`config.mk`:
```
export PLATFORM = sky130hd
export DESIGN_NAME = interrupt_controller_8259_core
export DESIGN_NICKNAME = d
export VERILOG_FILES = /design/src/sv/ic8259_pkg.sv /design/src/sv/ic8259_engine.sv /design/src/sv/interrupt_controller_8259_core.sv
export SDC_FILE = /design/constraint.sdc
export NUM_CORES = 1
export LEC_CHECK = 0
export ABC_AREA = 1
export BUFFER_PORTS_ARGS = -buffer_cell sky130_fd_sc_hd__clkbuf_2
export CORE_MARGIN = 10
export CORE_UTILIZATION = 31
export DETAILED_ROUTE_END_ITERATION = 10
export SETUP_SLACK_MARGIN = 0.4
export SLEW_MARGIN = 20
export SYNTH_ARGS = -nofsm -noshare
export SYNTH_HDL_FRONTEND = slang
export SYNTH_SLANG_ARGS = --single-unit
```
`constraint.sdc`:
```
create_clock -name clk_i -period 3.2 [get_ports clk_i]
set_clock_uncertainty 0.05 [all_clocks]
set_input_delay 0.32 -clock clk_i [delete_from_list [all_inputs] [get_ports clk_i]]
set_output_delay 0.32 -clock clk_i [all_outputs]
set_load 0.01 [all_outputs]
```
`src/sv/ic8259_pkg.sv`:
```
// Shared types, command bit constants and helper functions for the 8259 core.
// Used by ic8259_engine and interrupt_controller_8259_core; no dependencies.
`default_nettype none

package ic8259_pkg;

  // Kind of bus or interrupt event carried by one input item
  typedef enum logic [1:0] {
    ACT_WRITE = 2'd0,
    ACT_READ  = 2'd1,
    ACT_RAISE = 2'd2,
    ACT_ACK   = 2'd3
  } action_e;

  // Command byte decode bits
  localparam logic [7:0] CMD_ICW1      = 8'h10;
  localparam logic [7:0] CMD_OCW3      = 8'h08;
  localparam logic [7:0] CMD_EOI       = 8'h20;
  localparam logic [7:0] OCW3_RR       = 8'h02;
  localparam logic [7:0] RSEL_ISR      = 8'h01;
  localparam logic [7:0] INIT_ICW4_REQ = 8'h01;
  localparam logic [7:0] INIT_SINGLE   = 8'h02;
  localparam logic [7:0] ICW2_BASE     = 8'hf8;
  localparam logic [7:0] IMR_RESET     = 8'hff;

  // Pending init word flags
  localparam logic [2:0] WAIT_ICW2 = 3'b001;
  localparam logic [2:0] WAIT_ICW3 = 3'b010;
  localparam logic [2:0] WAIT_ICW4 = 3'b100;

  // Priority encoder result when no bit is set
  localparam logic [3:0] NO_BIT = 4'd8;

  typedef struct packed {
    action_e    action;
    logic       port;
    logic [7:0] wdata;
    logic [2:0] irq_line;
  } item_t;

  typedef struct packed {
    logic [2:0] init_wait;
    logic       read_isr;
    logic [7:0] irr;
    logic [7:0] imr;
    logic [7:0] isr;
    logic [4:0] base;
    logic       pend;
    logic [2:0] pend_num;
  } state_t;

  typedef struct packed {
    logic [7:0] read_data;
    logic       request_taken;
    logic       int_pending;
    logic [2:0] pending_line;
    logic [7:0] vector_base;
  } result_t;

  localparam state_t STATE_RESET = '{
    init_wait: 3'b000,
    read_isr:  1'b0,
    irr:       8'h00,
    imr:       IMR_RESET,
    isr:       8'h00,
    base:      5'd0,
    pend:      1'b0,
    pend_num:  3'd0
  };

  // Lowest set bit number, NO_BIT when the byte is zero
  function automatic logic [3:0] lowest_bit(input logic [7:0] v);
    logic [3:0] n;
    n = NO_BIT;
    for (int i = 7; i >= 0; i--) begin
      if (v[i]) n = 4'(i);
    end
    return n;
  endfunction

  // Fixed-priority resolver: only ever raises the pending flag
  function automatic state_t resolve(input state_t s);
    state_t     r;
    logic [3:0] req;
    logic [3:0] svc;
    r   = s;
    req = lowest_bit(s.irr & ~s.imr);
    svc = lowest_bit(s.isr);
    if (req < svc) begin
      r.pend     = 1'b1;
      r.pend_num = req[2:0];
    end
    return r;
  endfunction

endpackage

`default_nettype wire

```
`src/sv/ic8259_engine.sv`:
```
// Next-state and result logic for one item of the 8259 core.
// Purely combinational; depends on ic8259_pkg.
`default_nettype none

module ic8259_engine (
  input  ic8259_pkg::state_t  state_i,
  input  ic8259_pkg::item_t   item_i,
  output ic8259_pkg::state_t  state_o,
  output ic8259_pkg::result_t result_o
);
  import ic8259_pkg::*;

  state_t     st;
  logic [3:0] svc;
  logic [7:0] line_bit;
  logic [7:0] ack_bit;
  logic [7:0] rdata;
  logic       taken;

  assign svc      = lowest_bit(state_i.isr);
  assign line_bit = 8'b1 << item_i.irq_line;
  assign ack_bit  = 8'b1 << state_i.pend_num;

  // Apply the action to the controller state
  always_comb begin
    st    = state_i;
    rdata = 8'h00;
    taken = 1'b0;
    case (item_i.action)
      ACT_WRITE: begin
        if (!item_i.port) begin
          if ((item_i.wdata & CMD_ICW1) != 8'h00) begin
            st.init_wait = WAIT_ICW2;
            if ((item_i.wdata & INIT_ICW4_REQ) != 8'h00) begin
              st.init_wait = st.init_wait | WAIT_ICW4;
            end
            if ((item_i.wdata & INIT_SINGLE) == 8'h00) begin
              st.init_wait = st.init_wait | WAIT_ICW3;
            end
          end else if ((item_i.wdata & CMD_OCW3) != 8'h00) begin
            if ((item_i.wdata & OCW3_RR) != 8'h00) begin
              st.read_isr = ((item_i.wdata & RSEL_ISR) != 8'h00);
            end
          end else if ((item_i.wdata & CMD_EOI) != 8'h00) begin
            // non-specific EOI; empty ISR leaves everything alone
            if (svc != NO_BIT) begin
              st.isr = state_i.isr & ~(8'b1 << svc[2:0]);
              st     = resolve(st);
            end
          end
        end else begin
          if ((state_i.init_wait & WAIT_ICW2) != 3'b000) begin
            st.base      = 5'((item_i.wdata & ICW2_BASE) >> 3);
            st.init_wait = state_i.init_wait & ~WAIT_ICW2;
          end else if ((state_i.init_wait & WAIT_ICW3) != 3'b000) begin
            st.init_wait = state_i.init_wait & ~WAIT_ICW3;
          end else if ((state_i.init_wait & WAIT_ICW4) != 3'b000) begin
            st.init_wait = state_i.init_wait & ~WAIT_ICW4;
          end else begin
            st.imr = item_i.wdata;
          end
        end
      end
      ACT_READ: begin
        if (!item_i.port) rdata = state_i.read_isr ? state_i.isr : state_i.irr;
        else              rdata = state_i.imr;
      end
      ACT_RAISE: begin
        // a line already in service is ignored
        if ((state_i.isr & line_bit) == 8'h00) begin
          st.irr = state_i.irr | line_bit;
          st     = resolve(st);
          taken  = 1'b1;
        end
      end
      ACT_ACK: begin
        st.isr  = state_i.isr | ack_bit;
        st.irr  = state_i.irr & ~ack_bit;
        st.pend = 1'b0;
      end
      default: begin
        st = state_i;
      end
    endcase
  end

  assign state_o                = st;
  assign result_o.read_data     = rdata;
  assign result_o.request_taken = taken;
  assign result_o.int_pending   = st.pend;
  assign result_o.pending_line  = st.pend_num;
  assign result_o.vector_base   = {st.base, 3'b000};

endmodule

`default_nettype wire

```
`src/sv/interrupt_controller_8259_core.sv`:
```
// Simplified 8259 programmable interrupt controller, top level.
// Input register, ic8259_engine, result register; depends on ic8259_pkg.
//
// Usage:
//   Input channel (in_valid_i / in_stall_o) carries one action per transfer:
//   a port write, a port read, a device raising an IRQ line, or a CPU
//   acknowledge. Output channel (out_valid_o / out_stall_i) returns exactly
//   one result per action: read data, request-taken flag, and the pending
//   flag, pending line and vector base as they stand after the action.
//   Results are registered: out_valid_o rises when the item moves from the
//   input register into the result register.
//   Throughput is one item per cycle while the receiver does not stall: the
//   controller state is read and updated as an item moves from the input
//   register into the result register, so back-to-back items need no bubble.
//   When the receiver stalls, the result register holds; the input register
//   still takes one more item, after which in_stall_o follows the stall.
//   Reset (rst_ni low, asynchronous) empties both registers and returns the
//   controller to: no init pending, IRR read select, IRR/ISR clear, all lines
//   masked, base vector zero, nothing pending.
`default_nettype none

module interrupt_controller_8259_core (
  input  wire logic       clk_i,
  input  wire logic       rst_ni,
  input  wire logic       in_valid_i,
  output logic            in_stall_o,
  input  wire logic [1:0] action_i,
  input  wire logic       port_i,
  input  wire logic [7:0] wdata_i,
  input  wire logic [2:0] irq_line_i,
  output logic            out_valid_o,
  input  wire logic       out_stall_i,
  output logic [7:0]      read_data_o,
  output logic            request_taken_o,
  output logic            int_pending_o,
  output logic [2:0]      pending_line_o,
  output logic [7:0]      vector_base_o
);
  import ic8259_pkg::*;

  item_t   item_q;
  logic    item_vld_q;
  state_t  state_q;
  state_t  state_d;
  result_t res_q;
  result_t res_d;
  logic    res_vld_q;
  logic    out_adv;
  logic    in_take;

  // Handshake: output register frees when empty or being taken
  assign out_adv    = !res_vld_q || !out_stall_i;
  assign in_stall_o = item_vld_q && !out_adv;
  assign in_take    = in_valid_i && !in_stall_o;

  ic8259_engine u_engine (
    .state_i  (state_q),
    .item_i   (item_q),
    .state_o  (state_d),
    .result_o (res_d)
  );

  // Control and controller state
  always_ff @(posedge clk_i or negedge rst_ni) begin
    if (!rst_ni) begin
      item_vld_q <= 1'b0;
      res_vld_q  <= 1'b0;
      state_q    <= STATE_RESET;
    end else begin
      if (out_adv) begin
        res_vld_q <= item_vld_q;
        if (item_vld_q) state_q <= state_d;
      end
      if (in_take) item_vld_q <= 1'b1;
      else if (out_adv) item_vld_q <= 1'b0;
    end
  end

  // Payload registers
  always_ff @(posedge clk_i) begin
    if (in_take) begin
      item_q.action   <= action_e'(action_i);
      item_q.port     <= port_i;
      item_q.wdata    <= wdata_i;
      item_q.irq_line <= irq_line_i;
    end
    if (out_adv && item_vld_q) res_q <= res_d;
  end

  assign out_valid_o     = res_vld_q;
  assign read_data_o     = res_q.read_data;
  assign request_taken_o = res_q.request_taken;
  assign int_pending_o   = res_q.int_pending;
  assign pending_line_o  = res_q.pending_line;
  assign vector_base_o   = res_q.vector_base;

  // Checks
  a_stall_needs_item: assert property (@(posedge clk_i) disable iff (!rst_ni)
    in_stall_o |-> item_vld_q)
    else $error("input stalled with empty input register");

  a_empty_out_no_stall: assert property (@(posedge clk_i) disable iff (!rst_ni)
    !res_vld_q |-> !in_stall_o)
    else $error("input stalled while result register is empty");

  a_item_moves: assert property (@(posedge clk_i) disable iff (!rst_ni)
    (item_vld_q && out_adv) |=> out_valid_o)
    else $error("item left input register without producing a result");

endmodule

`default_nettype wire
```
==> metrics.txt, run 1 <==
status finished clean; R2R depth 17; HP Class in2async; Max Fclk 352 MHz; Cell Area, Synth 0.00404 mm2; Ports 41; Filler cells 1287; min Tclk post-route 2840 ps; Setup TNS 0 ps; Starting Density 31.9%; CORE AREA 0.0127 mm2; CP Class reg2reg; share of cells above drive strength 1 20.4%; CTS sink cnt 71; WL per Instance 14.5 um; unrepaired setup endpoints after global routing true; Clock Pin Slew Worst Setup and Hold Paths 70 ps; number of global-route vias before repair 3425; dpl cell area 0.00441 mm2; GRT Total Usage 12.2%; nets 588; clk buf depth 2; # Max-Cap Violations 0; most common cell after layout, fill and taps aside nand2_1; H-tree levels 3; largest fanout on the critical path 4; Synth Area in XOR/XNOR 0%; Max Slew Vio Count 0; PwrDens 767 mW/mm2; largest family of logic cells by synthesized area simple AND/OR/NAND/NOR gates; Leakage 2.29 nW; Simple-Gate Fraction of Synth Area 26.7%; Final Cycle Share 88.9%; worst path arrival time 2890 ps; Data required, critical path 3250 ps; ant diodes 0; Die ar. 0.0180 mm2; Clk Tree Root Cell clkbuf_16; vias per inst 4.77; Syn Inst Count 518; final wirelength 10800 um; setup violators final 0; Synth-to-Final Area Change 19.3%; Async SR Flop Fraction 54.9%; Worst-Margin Slew 933 ps; Post-Syn Area per Cell 7.80 um2; Setup WS post-layout 356 ps; Die Y 134 um; final hold violations 0; worst vdd ir 0.386 mV; total grt overflow 0; via count 3538; clk_lat worst skew 340 ps; initial DRC count 282; Setup crit end kind flop; #FFs+latches synth 71; ANT nets after route 0; total CTS buffers 9; first-pass GRT wire length 17500 um; fraction of the mapped netlist area in adder cells 1.86%; DRC errors left 0; worst slack at placement 154 ps; complex-gate fraction of the synthesized area 13.9%; Placement Rows 41; prevailing post-synth register cell edfxtp_1; router iterations before antenna repair 5; EDFF count, synth 32; mux cell area share after synthesis 0%; Max-slew headroom 37.8%; Syn. warnings 0; GPL Wtd Cong 0.874; crit path launch type flop; CTS tree yes; initial antenna violation count 0; PortBufs 37; post-synthesis sequential area ratio 48.2%; most frequent cells in the layout nand2_1 (147), inv_1 (73), o21ai_0 (50); width of the chip 134 um; design area 0.00482 mm2; Detail Placement HPWL 7950 um; largest net degree at the start of global routing 40; count of different cell masters after synthesis 39
-- what timing repair did --
action	in CTS	in global routing
pin swaps	2	14
setup endpoints to repair	8	8
resized for setup	6	20
hold buffers	0	0
buffers inserted	4	1
-- worst max-delay path, cell delays in order (launching register included) --
cell       delay [ps]
dfrtp_1           430
inv_2              90
nand2_2            70
nor3_4            210
nor2_2             90
nor2_1            140
nand2_1            80
nand2_2            80
inv_2              40
nor3_2            170
nand2_1            80
ha_2              170
or2_4             230
a2111oi_4         260
buf_4             190
nand3_1            90
nand3_2            90
nand2_2            50
-- cell usage after synthesis (2+ instances only) --
library cell / number / area share [%]
a21boi_1: 4 / 0.74
a21oi_1: 14 / 1.7
a31oi_1: 10 / 1.5
dfrtp_1: 31 / 19
nand3_1: 21 / 2.6
nand2_2: 7 / 1.1
o21ai_0: 50 / 6.2
buf_4: 3 / 0.56
ha_1: 6 / 1.9
nor2_1: 32 / 3.0
nand2_1: 156 / 14
inv_1: 76 / 7.1
edfxtp_1: 32 / 24
nand3_2: 4 / 0.99
nand3b_1: 2 / 0.37
or2_2: 2 / 0.31
buf_2: 2 / 0.25
clkbuf_1: 7 / 0.65
inv_2: 5 / 0.46
a21boi_0: 2 / 0.37
nor3_1: 19 / 2.4
o21bai_1: 5 / 0.93
dfstp_2: 8 / 5.2
o22ai_1: 2 / 0.31
nor2_2: 4 / 0.62
-- final cells by class --
| type | count | area, um2 | area share, % |
|---|---|---|---|
| Sequential cell | 71 | 1950 | 40.5 |
| Timing Repair Buffer | 46 | 256 | 5.32 |
| Clock buffer | 9 | 225 | 4.67 |
| Tap cell | 172 | 215 | 4.47 |
| Inverter | 81 | 304 | 6.31 |
| Clock inverter | 7 | 61.3 | 1.27 |
| Multi-Input combinational cell | 355 | 1810 | 37.5 |
-- metal layers --
layer	share of wire (%)	vias up	track usage, %	wire length [um]
li1	-	1766	-	-
met1	46	1645	15.6	4920
met2	46	112	19.0	4930
met3	6.3	15	3.21	682
met4	2.1	0	4.78	226
met5	0	-	0	0
-- metrics by stage --
stage | power, mW | cells | hold slack (ps) | util (%)
floorplan | 2.23 | 520 | -25.6 | -
global placement | 2.55 | 720 | 412 | 34.8
detailed placement | 2.57 | 720 | 416 | 34.8
CTS | 3.61 | 740 | 91.4 | 37.5
global route | 3.97 | 741 | 91.3 | 38.0
finish | 3.70 | 741 | 75.7 | 38.0
-- cell families (layout without fill, tap and decap cells) --
kind of cell	after synthesis	in the layout
other	1	3
adder cells (fa/ha/maj)	6	6
AO/OA/AOI/OAI	95	95
AND/OR/NAND/NOR	251	251
buffers and inverters	94	143
flip-flops	71	71
-- state kept, by name, indices dropped and copies added, names as in the netlist --
name	flops
out_valid_o	1
request_taken_o	1
item_q	14
pending_line_o	3
int_pending_o	1
read_data_o	8
state_q	37
vector_base_o	5
item_vld_q	1
-- power breakdown --
part           internal, mW  total, mW  switching [mW]
Combinational         0.448       1.25           0.805
Clock                 0.540      0.979           0.439
Sequential             1.24       1.46           0.229
Total                  2.22       3.70            1.47
-- final timing paths --
kind,endpoint,startpoint,slack [ps]
max in group asynchronous,state_q[13]$_DFFE_PN0P_,rst_ni,2400
worst max register to register,pending_line_o[0]$_DFFE_PP_,state_q[16]$_DFFE_PN0P_,360
worst max-delay path,pending_line_o[0]$_DFFE_PP_,state_q[16]$_DFFE_PN0P_,360
worst min-delay path,state_q[29]$_DFFE_PN0P_,rst_ni,80
min in group clk_i,item_q[12]$_DFFE_PP_,action_i[0],100
worst min register to register,out_valid_o$_DFFE_PN0N_,item_vld_q$_DFFE_PN0P_,420
Note: power is estimated with default switching activity, not from simulation.
==> run 2: changes to the inputs <==
--- a/config.mk
+++ b/config.mk
@@ -7,7 +7,7 @@
 export LEC_CHECK = 0
 export ABC_AREA = 1
 export BUFFER_PORTS_ARGS = -buffer_cell sky130_fd_sc_hd__clkbuf_2
-export CORE_MARGIN = 10
+export CORE_MARGIN = 5
 export CORE_UTILIZATION = 31
 export DETAILED_ROUTE_END_ITERATION = 10
 export SETUP_SLACK_MARGIN = 0.4
==> metrics.txt, run 2 (synthesized netlist as in run 1, its figures left out) <==
Pint 2.52 mW (+13%); Final Cycle Share 91.5% (+2.7 points); final wirelength 11900 um (+10%); initial antenna violation count 0 (unchanged); Worst path slowest cell dfrtp_1; H-tree levels 3 (unchanged); WL per Instance 15.4 um (+6.2%); HP Class in2async; Synth-to-Final Area Change 27.7%; CP Class reg2reg; max incr delay on CP 390 ps (-40 ps); cell repeated most along the worst path nand2_2; power share of the sequential group 35.5% (-4.1 points); Detail Placement HPWL 8000 um (+0.54%); Worst Setup SP state_q[16]$_DFFE_PN0P_; delay-heaviest family, CP simple AND/OR/NAND/NOR gates; initial DRC count 262 (-7.1%); total CTS buffers 9 (unchanged); worst path arrival time 3140 ps (+250 ps); Max Slew Vio Count 0 (unchanged); design area 0.00516 mm2 (+7.0%); Clk Tree Root Cell clkbuf_16; setup violators final 0 (unchanged); width of the chip 124 um (-7.5%); WP buf/inv 3 (unchanged); share of cells above drive strength 1 26.5% (+6.1 points); Inst Count DP 720 (unchanged); CTS sink cnt 71 (unchanged); switching part of the total 38.9% (-0.91 points); CORE AREA 0.0127 mm2 (+0.40%); Most flops, register state_q; status finished clean; R2R Setup Slk 270 ps (-90 ps); Setup crit end kind flop; worst vdd ir 0.344 mV (-11%); router iterations before antenna repair 5 (unchanged); min Tclk post-route 2930 ps (+85.5 ps); total grt overflow 0 (unchanged); Die Y 124 um (-7.5%); reg-to-reg critical path startpoint state_q[16]$_DFFE_PN0P_; Layout Cells excl Fill 769 (+3.8%); Setup crit end state_q[1]$_DFFE_PN0P_; Critical Path Stages 23 (+6); Worst-Margin Slew 962 ps (+28.8 ps); DRC errors left 0 (unchanged); CTS tree yes; most frequent cells in the layout nand2_1 (142), inv_1 (72), o21ai_0 (47); Leakage 2.46 nW (+7.4%); crit path launch type flop; via count 3809 (+7.7%); largest fanout on the critical path 4 (unchanged); Data required, critical path 3410 ps (+160 ps); Starting Density 31.8% (-0.13 points); critical path cell sequence buf_6, nand2_2, nand2_1, nand2_1, nand2_2, nand2_2, nand2_2, nand2_2, nand3_2, nand2_2, inv_2, nor3_4, nand2_2, ha_4, or2_4, a2111oi_4, buf_4, nand2_4, nand2_2, nand3_2, nand2_2, nand2_1, nand2_1; PwrDens 799 mW/mm2 (+4.1%); R2R depth 23 (+6); number of global-route vias before repair 3552 (+3.7%); Switch Pwr 1.60 mW (+8.9%); first-pass GRT wire length 17900 um (+1.9%); final hold violations 0 (unchanged); Setup TNS 0 ps (unchanged); ANT nets after route 0 (unchanged); Ports 41 (unchanged); Clock Pin Slew Worst Setup and Hold Paths 60 ps (about the same); clk buf depth 2 (unchanged); FF-to-FF End state_q[1]$_DFFE_PN0P_; Max Fclk 341 MHz (-2.9%); nets 616 (+4.8%); vias per inst 4.95 (+3.7%); largest net degree at the start of global routing 40 (unchanged); unrepaired setup endpoints after global routing true; Placement Rows 41 (unchanged); # Max-Cap Violations 0 (unchanged); clk_lat worst skew 340 ps (about the same); GRT Total Usage 15.1% (+3.0 points); GPL Wtd Cong 0.962 (+10%); ant diodes 0 (unchanged); Logic pwr share 40.2% (+6.3 points); Die ar. 0.0154 mm2 (-14%); PortBufs 37 (unchanged); Max-slew headroom 35.9% (-1.9 points); most common cell after layout, fill and taps aside nand2_1; max FFs per register 37 (unchanged); clock network power share 24.4% (-2.1 points); dpl cell area 0.00441 mm2 (unchanged)
[run 2: changes by cell type in the layout (fill, tap and decap cells not counted), moves of 2 or more]
| cell | change |
|---|---|
| dfrtp_1 | -4 |
| o21ai_0 | -3 |
| nor2_4 | +2 |
| ha_4 | +2 |
| nor3_1 | -2 |
| buf_6 | +5 |
| o21ai_1 | +3 |
| dfrtp_2 | +4 |
| nand2_1 | -5 |
| inv_6 | -2 |
| buf_4 | +22 |
| nand2_2 | +4 |
[run 2: how the worst min path moves through the flow]
| stage | startpoint | to | slack, ps | cells after the start |
|---|---|---|---|---|
| after floorplan | rst_ni | item_vld_q$_DFFE_PN0P_ | -30 | 0 |
| after global placement | item_vld_q$_DFFE_PN0P_ | out_valid_o$_DFFE_PN0N_ | 410 | 2 |
| after detailed placement | item_q[4]$_DFFE_PP_ | state_q[35]$_DFFE_PN0P_ | 410 | 1 |
| after CTS | irq_line_i[1] | item_q[1]$_DFFE_PP_ | 100 | 1 |
| after global routing | wdata_i[6] | item_q[9]$_DFFE_PP_ | 90 | 1 |
| final | rst_ni | state_q[35]$_DFFE_PN0P_ | 90 | 1 |
[run 2: area by class of cell]
type | count | area [um2]
clock inverters | 6 | 68.8
repair buffers | 74 | 498
clock buffers | 10 | 229
fillers | 1320 | 7560
well taps | 172 | 215
multi-input cells | 355 | 1890
flip-flops and latches | 71 | 1950
inverters | 81 | 304
[run 2: what timing repair did]
action                     4_1_cts  5_1_grt
resized for setup               11       43
pin swaps                        7       30
setup endpoints to repair        8        8
hold buffers                     0        0
buffers inserted                20       13
[run 2: metal layers]
metal	vias up	track usage (%)	wire length, um
met5	-	0	0
met4	0	4.18	260
met3	25	3.59	849
met2	148	24.3	5590
met1	1807	20.4	5160
li1	1829	-	-
[run 2: stage by stage]
stage	hold slack, ps	setup WS (ps)	power, mW	utilization, %
CTS	95.3	427	3.78	38.6
global placement	412	238	2.56	34.7
global route	93.4	86.9	4.38	40.5
finish	94.3	271	4.12	40.5
floorplan	-25.6	405	2.23	-
detailed placement	412	153	2.58	34.7
[run 2: power by group through the flow]
stage	clock (mW)	sequential, mW	combinational, mW
6_report	1.00	1.46	1.66
5_1_grt	1.07	1.49	1.82
4_1_cts	1.03	1.45	1.31
3_5_place_dp	0	1.46	1.12
3_3_place_gp	0	1.45	1.10
2_1_floorplan	0	1.41	0.820
